### config.mk
export PLATFORM = sky130hd
export DESIGN_NAME = sliding_window_median_top
export DESIGN_NICKNAME = d
export VERILOG_FILES = /design/src/hw/rtl/swm_pkg.sv /design/src/hw/rtl/swm_cell.sv /design/src/hw/rtl/sliding_window_median_top.sv
export SDC_FILE = /design/constraint.sdc
export NUM_CORES = 2
export LEC_CHECK = 0
export ABC_AREA = 1
export BUFFER_PORTS_ARGS = -buffer_cell sky130_fd_sc_hd__buf_2
export CAP_MARGIN = 30
export CORE_ASPECT_RATIO = 1.4
export CORE_MARGIN = 1
export CORE_UTILIZATION = 50
export DETAILED_ROUTE_END_ITERATION = 10
export GPL_TIMING_DRIVEN = 1
export PLACE_DENSITY = 0.72
export SLEW_MARGIN = 10
export SYNTH_ARGS = -nofsm -noshare
export SYNTH_HDL_FRONTEND = slang
export SYNTH_HIERARCHICAL = 1
export SYNTH_SLANG_ARGS = --single-unit
### constraint.sdc
create_clock -name i_clk -period 17.52 [get_ports i_clk]
set_input_delay 3.504 -clock i_clk [delete_from_list [all_inputs] [get_ports i_clk]]
set_output_delay 3.504 -clock i_clk [all_outputs]
set_load 0.005 [all_outputs]
### src/hw/rtl/swm_pkg.sv
// ----------------------------------------------------------------------------
// Sliding window median package
// Shared constants, the controller state type and the cell control bundle.
// ----------------------------------------------------------------------------
package swm_pkg;

    localparam int WINDOW_MAX_DEF  = 32;
    localparam int SAMPLE_BITS_DEF = 16;

    // Width and reset value of the window length register.
    localparam int             CFG_W     = 6;
    localparam logic [CFG_W-1:0] LEN_RESET = 6'd32;

    typedef enum logic [1:0] {
        ST_IDLE,
        ST_LOAD,
        ST_RUN,
        ST_DONE
    } t_state;

    // Control bundle broadcast from the controller to every cell.
    typedef struct packed {
        logic wr;    // write the incoming sample into the addressed cell
        logic load;  // copy stored values into the rotating chain, clear ranks
        logic run;   // compare against the passing value, then rotate
    } t_cell_ctrl;

endpackage

### src/hw/rtl/swm_cell.sv
// ----------------------------------------------------------------------------
// Sliding window median cell
// Holds one ring entry and counts how many window entries sort below it while
// a copy of every entry rotates past through the chain.
// ----------------------------------------------------------------------------
module swm_cell #(
    parameter int INDEX       = 0,
    parameter int SAMPLE_BITS = swm_pkg::SAMPLE_BITS_DEF,
    parameter int IDX_W       = 5,
    parameter int LEN_W       = 6
) (
    input  logic                          i_clk,
    input  logic                          i_rst_n,
    input  swm_pkg::t_cell_ctrl           i_ctrl,
    input  logic [IDX_W-1:0]              i_wr_idx,
    input  logic signed [SAMPLE_BITS-1:0] i_sample,
    input  logic [LEN_W-1:0]              i_len,
    input  logic [IDX_W-1:0]              i_target,
    input  logic signed [SAMPLE_BITS-1:0] i_m_val,
    input  logic [IDX_W-1:0]              i_m_tag,
    output logic signed [SAMPLE_BITS-1:0] o_m_val,
    output logic [IDX_W-1:0]              o_m_tag,
    output logic signed [SAMPLE_BITS-1:0] o_val,
    output logic                          o_hit
);

    logic signed [SAMPLE_BITS-1:0] r_val;
    logic signed [SAMPLE_BITS-1:0] r_m_val;
    logic [IDX_W-1:0]              r_m_tag;
    logic [IDX_W-1:0]              r_rank;

    logic w_active;
    logic w_m_active;
    logic w_below;

    assign w_active   = LEN_W'(INDEX) < i_len;
    assign w_m_active = LEN_W'(r_m_tag) < i_len;

    // Ties are broken by ring position so that every rank is unique.
    assign w_below = w_active && w_m_active &&
                     ((r_m_val < r_val) || ((r_m_val == r_val) && (r_m_tag < IDX_W'(INDEX))));

    always_ff @(posedge i_clk) begin
        if (!i_rst_n) begin
            r_val <= '0;
        end else if (i_ctrl.wr && (i_wr_idx == IDX_W'(INDEX))) begin
            r_val <= i_sample;
        end
    end

    always_ff @(posedge i_clk) begin
        if (i_ctrl.load) begin
            r_m_val <= r_val;
            r_m_tag <= IDX_W'(INDEX);
            r_rank  <= '0;
        end else if (i_ctrl.run) begin
            r_m_val <= i_m_val;
            r_m_tag <= i_m_tag;
            r_rank  <= r_rank + IDX_W'(w_below);
        end
    end

    assign o_m_val = r_m_val;
    assign o_m_tag = r_m_tag;
    assign o_val   = r_val;
    assign o_hit   = w_active && (r_rank == i_target);

endmodule

### src/hw/rtl/sliding_window_median_top.sv
// ----------------------------------------------------------------------------
// Sliding window median filter
// Running median over the most recent window_len samples, built as a ring of
// rank-counting cells.
//
//   Channel   Direction  Word contents (low bit up)
//   s_axis    in         tdata: sample, zero padded to whole bytes
//   m_axis    out        tdata: median, zero padded to whole bytes
//   cfg       in         i_cfg_wr_data: window_len
//
// After a sample is accepted, the controller loads the rotating chain, then
// runs WINDOW_MAX rotation steps so every cell sees every entry, then selects
// the median into the output register. A new sample is taken only after that
// median has been loaded, so the input waits for the rotation and a stall.
// Reset clears the window to zeros, the ring pointer to zero and the length
// to 32. A stalled output holds its word while the next sample is processed.
// ----------------------------------------------------------------------------
module sliding_window_median_top #(
    parameter int WINDOW_MAX  = swm_pkg::WINDOW_MAX_DEF,
    parameter int SAMPLE_BITS = swm_pkg::SAMPLE_BITS_DEF
) (
    input  logic                          i_clk,
    input  logic                          i_rst_n,
    input  logic                          s_axis_tvalid,
    output logic                          s_axis_tready,
    input  logic [((SAMPLE_BITS+7)/8)*8-1:0] s_axis_tdata,  // [SAMPLE_BITS-1:0] sample
    output logic                          m_axis_tvalid,
    input  logic                          m_axis_tready,
    output logic [((SAMPLE_BITS+7)/8)*8-1:0] m_axis_tdata,  // [SAMPLE_BITS-1:0] median
    input  logic                          i_cfg_wr_en,
    input  logic [swm_pkg::CFG_W-1:0]     i_cfg_wr_data
);

    localparam int DATA_W = ((SAMPLE_BITS + 7) / 8) * 8;
    localparam int IDX_W  = (WINDOW_MAX > 1) ? $clog2(WINDOW_MAX) : 1;
    localparam int LEN_W  = $clog2(WINDOW_MAX + 1);
    localparam int EXT_W  = (LEN_W > swm_pkg::CFG_W) ? LEN_W : swm_pkg::CFG_W;

    swm_pkg::t_state r_state;
    swm_pkg::t_state n_state;

    logic [swm_pkg::CFG_W-1:0] r_window_len;
    logic [IDX_W-1:0]          r_ptr;
    logic [IDX_W-1:0]          n_ptr;
    logic [IDX_W-1:0]          r_cnt;
    logic [SAMPLE_BITS-1:0]    r_out_data;
    logic                      r_out_valid;

    logic                      w_accept;
    logic                      w_out_load;
    logic                      w_last_step;
    swm_pkg::t_cell_ctrl       w_ctrl;
    logic [EXT_W-1:0]          w_len_ext;
    logic [LEN_W-1:0]          w_len;
    logic [LEN_W-1:0]          w_half;
    logic [IDX_W-1:0]          w_target;
    logic [IDX_W-1:0]          w_wr_idx;
    logic [LEN_W-1:0]          w_wr_inc;
    logic [SAMPLE_BITS-1:0]    w_median;

    logic signed [SAMPLE_BITS-1:0] w_m_val [WINDOW_MAX];
    logic [IDX_W-1:0]              w_m_tag [WINDOW_MAX];
    logic signed [SAMPLE_BITS-1:0] w_val   [WINDOW_MAX];
    logic [WINDOW_MAX-1:0]         w_hit;

    // Length zero behaves as one; lengths above the cell count use them all.
    assign w_len_ext = EXT_W'(r_window_len);
    always_comb begin
        if (w_len_ext == '0) begin
            w_len = LEN_W'(1);
        end else if (w_len_ext > EXT_W'(WINDOW_MAX)) begin
            w_len = LEN_W'(WINDOW_MAX);
        end else begin
            w_len = w_len_ext[LEN_W-1:0];
        end
    end

    assign w_half   = w_len >> 1;
    assign w_target = w_half[IDX_W-1:0];

    // A pointer left beyond a shortened window restarts at the first entry.
    assign w_wr_idx = (LEN_W'(r_ptr) >= w_len) ? '0 : r_ptr;
    assign w_wr_inc = LEN_W'(w_wr_idx) + LEN_W'(1);
    assign n_ptr    = (w_wr_inc >= w_len) ? '0 : w_wr_inc[IDX_W-1:0];

    assign w_accept    = s_axis_tvalid && s_axis_tready;
    assign w_last_step = (r_cnt == IDX_W'(WINDOW_MAX - 1));

    // Next state.
    always_comb begin
        n_state = r_state;
        case (r_state)
            swm_pkg::ST_IDLE: begin
                if (s_axis_tvalid) begin
                    n_state = swm_pkg::ST_LOAD;
                end
            end
            swm_pkg::ST_LOAD: begin
                n_state = swm_pkg::ST_RUN;
            end
            swm_pkg::ST_RUN: begin
                if (w_last_step) begin
                    n_state = swm_pkg::ST_DONE;
                end
            end
            swm_pkg::ST_DONE: begin
                if (!r_out_valid || m_axis_tready) begin
                    n_state = swm_pkg::ST_IDLE;
                end
            end
            default: begin
                n_state = swm_pkg::ST_IDLE;
            end
        endcase
    end

    // Outputs of the controller.
    always_comb begin
        s_axis_tready = 1'b0;
        w_ctrl        = '0;
        w_out_load    = 1'b0;
        case (r_state)
            swm_pkg::ST_IDLE: begin
                s_axis_tready = 1'b1;
                w_ctrl.wr     = s_axis_tvalid;
            end
            swm_pkg::ST_LOAD: begin
                w_ctrl.load = 1'b1;
            end
            swm_pkg::ST_RUN: begin
                w_ctrl.run = 1'b1;
            end
            swm_pkg::ST_DONE: begin
                w_out_load = !r_out_valid || m_axis_tready;
            end
            default: begin
                s_axis_tready = 1'b0;
            end
        endcase
    end

    always_ff @(posedge i_clk) begin
        if (!i_rst_n) begin
            r_state      <= swm_pkg::ST_IDLE;
            r_window_len <= swm_pkg::LEN_RESET;
            r_ptr        <= '0;
            r_cnt        <= '0;
            r_out_valid  <= 1'b0;
        end else begin
            r_state <= n_state;
            if (i_cfg_wr_en) begin
                r_window_len <= i_cfg_wr_data;
            end
            if (w_accept) begin
                r_ptr <= n_ptr;
            end
            if (w_ctrl.run) begin
                r_cnt <= r_cnt + IDX_W'(1);
            end else begin
                r_cnt <= '0;
            end
            if (w_out_load) begin
                r_out_valid <= 1'b1;
            end else if (m_axis_tready) begin
                r_out_valid <= 1'b0;
            end
        end
    end

    always_ff @(posedge i_clk) begin
        if (w_out_load) begin
            r_out_data <= w_median;
        end
    end

    // The ring of cells; the rotating copy moves one cell up each step.
    for (genvar k = 0; k < WINDOW_MAX; k++) begin : g_cell
        localparam int PREV = (k == 0) ? WINDOW_MAX - 1 : k - 1;

        swm_cell #(
            .INDEX       (k),
            .SAMPLE_BITS (SAMPLE_BITS),
            .IDX_W       (IDX_W),
            .LEN_W       (LEN_W)
        ) u_cell (
            .i_clk    (i_clk),
            .i_rst_n  (i_rst_n),
            .i_ctrl   (w_ctrl),
            .i_wr_idx (w_wr_idx),
            .i_sample (s_axis_tdata[SAMPLE_BITS-1:0]),
            .i_len    (w_len),
            .i_target (w_target),
            .i_m_val  (w_m_val[PREV]),
            .i_m_tag  (w_m_tag[PREV]),
            .o_m_val  (w_m_val[k]),
            .o_m_tag  (w_m_tag[k]),
            .o_val    (w_val[k]),
            .o_hit    (w_hit[k])
        );
    end

    // Exactly one active cell holds the target rank.
    always_comb begin
        w_median = '0;
        for (int k = 0; k < WINDOW_MAX; k++) begin
            w_median = w_median | ({SAMPLE_BITS{w_hit[k]}} & w_val[k]);
        end
    end

    assign m_axis_tvalid = r_out_valid;
    assign m_axis_tdata  = DATA_W'(r_out_data);

endmodule

# Word level (Yosys, flattened, before mapping)
# Cells that the tools add are included.
# op_classes
addsub	34
mul	0
div	0
order_cmp	131
n_eq_ne	102
shifts	0
mux	79
bitwise_logic	63
reduce_logical	202
# op_table
operator	n
16-bit two-way mux	64
16-bit AND	32
16-bit == test	32
16-bit < comparator	32
16-bit bitwise OR	31
5-bit by 6-bit < comparator with 1-bit output	32
1-bit logical AND	161
5-bit by 1-bit adder with 5-bit output	32
5-bit == test	32
5-bit by 6-bit < comparator with 1-bit output (first input constant)	16
5-bit == test (second input constant)	17
5-bit < comparator (second input constant)	16
4-bit by 6-bit < comparator with 1-bit output (first input constant)	8
5-bit by 4-bit == test with 1-bit output (second input constant)	8
5-bit by 4-bit < comparator with 1-bit output (second input constant)	8
1-bit logical OR	33
3-bit by 6-bit < comparator with 1-bit output (first input constant)	4
5-bit by 3-bit == test with 1-bit output (second input constant)	4
5-bit by 3-bit < comparator with 1-bit output (second input constant)	4
1-bit by 6-bit < comparator with 1-bit output (first input constant)	2
2-bit by 6-bit < comparator with 1-bit output (first input constant)	2
6-bit two-way mux	2
5-bit by 2-bit == test with 1-bit output (second input constant)	2
5-bit by 1-bit < comparator with 1-bit output (second input constant)	2
21 further kinds	35
# totals
ff_bits	1379
latch_bits	0
mem_bits_rw	0
rom_bits	0
input_bits	27
mem_count	0

# Longest topological paths before layout
# depth
depth_word	37
depth_mapped	25

# Hierarchy
# Netlist, hierarchy kept.
# modules_own_cells
mod	n_inst	cells_each	area_per_inst_um2
sliding_window_median_top	1	833	4941.0
swm_cell at g_cell[14].u_cell	1	270	2247.2
swm_cell at g_cell[26].u_cell	1	272	2243.4
swm_cell at g_cell[19].u_cell	1	265	2237.1
swm_cell at g_cell[30].u_cell	1	269	2233.4
swm_cell at g_cell[4].u_cell	1	271	2227.1
swm_cell at g_cell[11].u_cell	1	265	2225.9
swm_cell at g_cell[21].u_cell	1	263	2224.6
swm_cell at g_cell[24].u_cell	1	268	2224.6
swm_cell at g_cell[25].u_cell	1	262	2224.6
swm_cell at g_cell[20].u_cell	1	269	2223.4
swm_cell at g_cell[12].u_cell	1	266	2222.1
swm_cell at g_cell[3].u_cell	1	264	2222.1
swm_cell at g_cell[10].u_cell	1	270	2213.4
19 more rows	n/a	n/a	n/a

# Least setup slack after synthesis
# No wires, ideal clock.
# synth_path
path_type	reg2reg
start	register r_window_len[3] in the netlist's numbering
end	register r_ptr[0]
arrival_time_ps	8203
slack_ps	9247
stages_incl_launch_ff	26
path_buffers	0
period_less_slack_ps	8273
cell_sequence	dfxtp_1 > nor3_1 > nand3_1 > nand2_1 > inv_1 > nor2_1 > inv_1 > ha_1 > nand2_1 > nor2_1 > nand2_1 > nand3_4 > nor2_1 > ha_1 > inv_1 > nor2_1 > nand3_1 > and2_2 > ha_1 > nand2_1 > inv_1 > o211ai_1 > nand3_1 > nor2_1 > o21ai_0 > a21oi_1
# synth_via
elab_chain_cells	8
word_cells_on_any_way	9
classes_between	add/sub (1); order compare (3); mux (4); reduce/logical (1)
# synth_lines
item	line	text
from (decl)	sliding_window_median_top.sv:42	logic [swm_pkg::CFG_W-1:0] r_window_len;
from (signal assigned)	sliding_window_median_top.sv:145	r_window_len <= swm_pkg::LEN_RESET;
from (signal assigned)	sliding_window_median_top.sv:152	r_window_len <= i_cfg_wr_data;
6-bit greater-than comparator	sliding_window_median_top.sv:71	end else if (w_len_ext > EXT_W'(WINDOW_MAX)) begin
6-bit two-way mux	sliding_window_median_top.sv:71	
6-bit two-way mux *	sliding_window_median_top.sv:69	if (w_len_ext == '0) begin
net w_len[2]	sliding_window_median_top.sv:54	logic [LEN_W-1:0] w_len;
5-bit by 6-bit >= comparator with 1-bit output *	sliding_window_median_top.sv:82	assign w_wr_idx = (LEN_W'(r_ptr) >= w_len) ? '0 : r_ptr;
5-bit two-way mux *	sliding_window_median_top.sv:82	
net w_wr_idx[0]	sliding_window_median_top.sv:57	logic [IDX_W-1:0] w_wr_idx;
5-bit by 1-bit adder with 6-bit output *	sliding_window_median_top.sv:83	assign w_wr_inc = LEN_W'(w_wr_idx) + LEN_W'(1);
6-bit >= comparator	sliding_window_median_top.sv:84	assign n_ptr = (w_wr_inc >= w_len) ? '0 : w_wr_inc[IDX_W-1:0];
5-bit two-way mux *	sliding_window_median_top.sv:84	
to (signal assigned)	sliding_window_median_top.sv:155	r_ptr <= n_ptr;
to (decl)	sliding_window_median_top.sv:43	logic [IDX_W-1:0] r_ptr;
# The timed path passes the listed nets; every way through them passes the cells marked *.
# A chain may end at the register's enable or synchronous reset.

# Worst setup path in the final report
# layout_path
start	register r_window_len[4] in the netlist's numbering
end	register r_out_data[8] (netlist: m_axis_tdata[8]) (data pin)
# layout_via
word_cells_on_any_way	163
classes_between	order compare (33); eq/ne (32); mux (2); bitwise (63); reduce/logical (33)
# layout_lines
item	line	text
6-bit greater-than comparator	sliding_window_median_top.sv:71	
6-bit two-way mux	sliding_window_median_top.sv:71	
6-bit two-way mux *	sliding_window_median_top.sv:69	
net w_len[2]	sliding_window_median_top.sv:54	
5-bit by 6-bit < comparator with 1-bit output or 5-bit == test (tied branches)	swm_cell.sv:36, swm_cell.sv:66	
1-bit logical AND *	swm_cell.sv:66	assign o_hit = w_active && (r_rank == i_target);
net w_hit[19]	sliding_window_median_top.sv:64	logic [WINDOW_MAX-1:0] w_hit;
16-bit AND *	sliding_window_median_top.sv:206	w_median = w_median | ({SAMPLE_BITS{w_hit[k]}} & w_val[k]);
16-bit bitwise OR * (13 in series)	sliding_window_median_top.sv:206	
net w_median[8]	sliding_window_median_top.sv:59	logic [SAMPLE_BITS-1:0] w_median;
to (signal assigned)	sliding_window_median_top.sv:172	r_out_data <= w_median;
to (decl)	sliding_window_median_top.sv:46	logic [SAMPLE_BITS-1:0] r_out_data;
# Marks and branches as above.

==> insert_results.sql <==
INSERT INTO impl_metrics (metric_group, metric, value, unit) VALUES
('routing', 'firstDrtPassIters', '9', ''),
('global_route', 'grt_usage', '0.3533', ''),
('floorplan', 'floorplan.die_area', '0.1526', 'mm²'),
('place', 'gp_routability_congestion', '1.072', ''),
('clock_tree', 'numClockSinks', '1379', ''),
('global_route', 'met2_resource_use_gr', '0.5785', ''),
('floorplan', 'ports', '45', ''),
('clock_tree', 'cts_repair_resize_count', '0', ''),
('clock_tree', 'cts_hold_buf', '0', ''),
('global_route', 'first_pass_grt_wire_length', '397500', 'µm'),
('finish', 'most-common-layout-cells', 'nand2_1, inv_1, o21ai_0', ''),
('clock_tree', 'clk_root_buffer_cell', 'clkbuf_16', ''),
('clock_tree', 'worst_skew_late_latency', '0.81', 'ns'),
('timing', 'finalSetupTns', '0', 'ns'),
('global_route', 'grt_use_met1', '0.3890', ''),
('routing', 'drt_drc_violations_left', '0', ''),
('synthesis', 'synth_nets', '9984', ''),
('finish', 'layout_net_count', '9942', ''),
('clock_tree', 'clkTransAtPathRegs', '0.06', 'ns'),
('power', 'power_leakage', '34.15', 'nW'),
('clock_tree', 'number_of_levels_the_h_tree_was_split_into', '4', ''),
('critical_path', 'critical_path_sink_type', 'register', ''),
('finish', 'area_delta_synth_final', '9.739', '%'),
('timing', 'fin_crit_sh', '0.3151', ''),
('finish', 'n_fill_cell', '13690', ''),
('routing', 'postRouteAntennaNets', '0', ''),
('place', 'place.port_buffers', '44', ''),
('timing', 'maximum_achievable_frequency', '181.2', 'MHz'),
('synthesis', 'synth.yosys.warnings', '6', ''),
('floorplan', 'fp.dieW', '330.5', 'µm'),
('worst_hold_path', 'hold_path.class', 'reg2reg', ''),
('finish', 'stdcell_area', '0.08287', 'mm²'),
('synthesis', 'synth.yosys.seq_area_share', '0.4355', ''),
('timing', 'final_period_minus_worst_setup_slack', '5.520', 'ns'),
('flow_run', 'max_cap_viol_count', '0', ''),
('global_route', 'first_global_vias', '63550', ''),
('critical_path', 'reg2reg_setup_slack', '12.00', 'ns'),
('timing', 'timing_worst_slew_pin_value', '1.262', 'ns'),
('critical_path', 'path_class', 'reg2reg', ''),
('floorplan', 'std_cell_rows', '168', ''),
('timing', 'final-setup-viol-count', '0', ''),
('synthesis', 'synth_area', '0.07552', 'mm²'),
('synthesis', 'synth.ff_latch_count', '1379', ''),
('timing', 'finalHoldViolCount', '0', ''),
('synthesis', 'ys_types', '66', ''),
('global_route', 'grt_start_max_net_pins', '184', ''),
('timing', 'skew', '0.03297', 'ns'),
('finish', 'drive_above_1_share', '0.06182', ''),
('critical_path', 'worstSetupStartpointType', 'register', ''),
('timing', 'number_of_slew_limit_violations_in_the_final_report', '0', ''),
('global_route', 'globalRouteMet3Util', '0.07006', ''),
('routing', 'route.detailed.wl_per_inst', '24.26', 'µm'),
('synthesis', 'netlist_instances', '9240', ''),
('place', 'place.detailed.hpwl', '197500', 'µm'),
('finish', 'final_common_cell', 'nand2_1', ''),
('critical_path', 'arrival', '5.92', 'ns'),
('global_route', 'antenna_found_initial', '18', ''),
('clock_tree', 'postCtsSetupBuffers', '0', ''),
('routing', 'detailroute.via_count', '66890', ''),
('synthesis', 'synth_flop_cell', 'dfxtp_1', ''),
('routing', 'drt-initial-drc-count', '6815', ''),
('routing', 'avgViaCountPerCell', '5.929', ''),
('routing', 'drt_wl_total', '273600', 'µm'),
('synthesis', 'async_flop_share', '0', ''),
('clock_tree', 'clock_tree.buffer_depth', '3', ''),
('floorplan', 'core_box_area', '0.1499', 'mm²'),
('clock_tree', 'cts_tree', 'built', ''),
('place', 'placedInstanceArea', '0.07792', 'mm²'),
('critical_path', 'cp_max_fo', '37', ''),
('global_route', 'grt_overflow', '0', ''),
('timing', 'maxSlewHeadroom', '0.1589', ''),
('clock_tree', 'cts-buffers-inserted', '145', ''),
('power', 'max_ir_drop_vdd', '111.9', 'µV'),
('outcome', 'status', 'completed', ''),
('floorplan', 'initial_utilization', '0.5039', ''),
('critical_path', 'cp.required', '17.92', 'ns'),
('synthesis', 'synth_edf_count', '528', ''),
('timing', 'rsz0062_at_grt', 'no', ''),
('floorplan', 'dieHeight', '461.8', 'µm'),
('power', 'power.density_cell_area', '166.4', 'mW/mm²'),
('global_route', 'layer_with_the_highest_usage_after_global_routing', 'met2', ''),
('synthesis', 'syn-mean-instance-area', '8.173', 'µm²');
routing by layer:
layer / up-vias / wire, µm
met5: - / 99
met4: 16 / 27790
met3: 951 / 20710
met2: 2946 / 127100
met1: 31660 / 97950
li1: 31310 / -
critical path, cell delays in order (launching register included):
cell and delay, ns:
dfxtp_1 0.33, nor3_1 0.18, nand3_1 0.16, nand2_1 0.11, inv_1 0.10, nor2_4 0.65
buf_4 0.62, xnor2_1 0.12, nand3_1 0.12, nor3_2 0.04, buf_4 0.21, nand2_1 0.15
nand2_1 0.09, a21oi_1 0.43, nand4_1 0.29, nor3_1 0.90, nand4_1 0.50
final timing paths:
path / endpoint / depth (start not counted) / from
hold reg to reg: r_cnt[0] / 1 / r_cnt[0]
hold / removal: r_cnt[0] / 1 / r_cnt[0]
setup reg to reg: m_axis_tdata[8] / 16 / r_window_len[4]
setup / recovery: m_axis_tdata[8] / 16 / r_window_len[4]
cells in the mapped netlist, types with 59 or more instances:
cell type / instances / share of area
ha_1: 717 / 0.12
nand2_1: 1793 / 0.089
dfxtp_1: 851 / 0.23
clkbuf_1: 194 / 0.0096
xnor2_1: 74 / 0.0086
nand3_1: 249 / 0.017
inv_1: 1145 / 0.057
nand4_1: 185 / 0.015
nor2_1: 604 / 0.030
o21ai_0: 970 / 0.064
edfxtp_1: 528 / 0.21
a21oi_1: 881 / 0.058
o21ai_1: 312 / 0.021
buf_6: 59 / 0.0088
buf_2: 89 / 0.0059
xor2_1: 65 / 0.0075
cells by family (layout without fill, tap and decap cells):
kind of cell               after synthesis  after routing  synth area share
AOI/OAI and AO/OA                     2455           2455            0.1755
xor gates and xnor gates               139            139           0.01612
adders and majority gates              717            717            0.1188
buffers and inverters                 1518           1596           0.08292
DFF                                   1379           1379            0.4355
other                                    0              8                 0
and+or+nand+nor                       3032           3032            0.1711
through the flow:
stage	utilization	power (mW)	instances	setup slack (ns)	hold slack, ns
CTS	0.5523	13.73	11270	12.19	0.4602
floorplan	-	8.642	9240	9.247	0.4176
finish	0.5529	13.79	11280	12.00	0.4557
global placement	0.5158	10.16	10980	11.29	0.4294
global route	0.5528	14.66	11270	11.91	0.4851
detailed placement	0.5199	10.51	11000	11.38	0.4517
layout make-up:
type	count	area, µm²	area share
clock inverters	63	586.8	0.007081
inverters	1161	4363	0.05265
clock buffers	204	4265	0.05147
flip-flops and latches	1379	32900	0.3969
diodes	8	20.02	0.0002416
multi-input cells	6343	36630	0.4420
well taps	1955	2446	0.02952
repair buffers	168	1667	0.02011
registers in the layout, summed over array words and instances, names as in the netlist:
register	cells
r_window_len	6
r_cnt	5
g_cell.u_cell/o_m_tag	160
g_cell.u_cell/o_val	512
m_axis_tvalid	1
m_axis_tdata	16
g_cell.u_cell/r_rank	160
r_ptr	5
r_state	2
g_cell.u_cell/o_m_val	512
report_power, final:
group          leakage, nW  switching (mW)  internal (mW)
Combinational         19.7            3.19           1.77
Clock                 2.37            1.37           1.84
Sequential            12.1           0.944           4.68
Total                 34.1            5.51           8.28
Note: power is estimated with default switching activity, not from simulation.
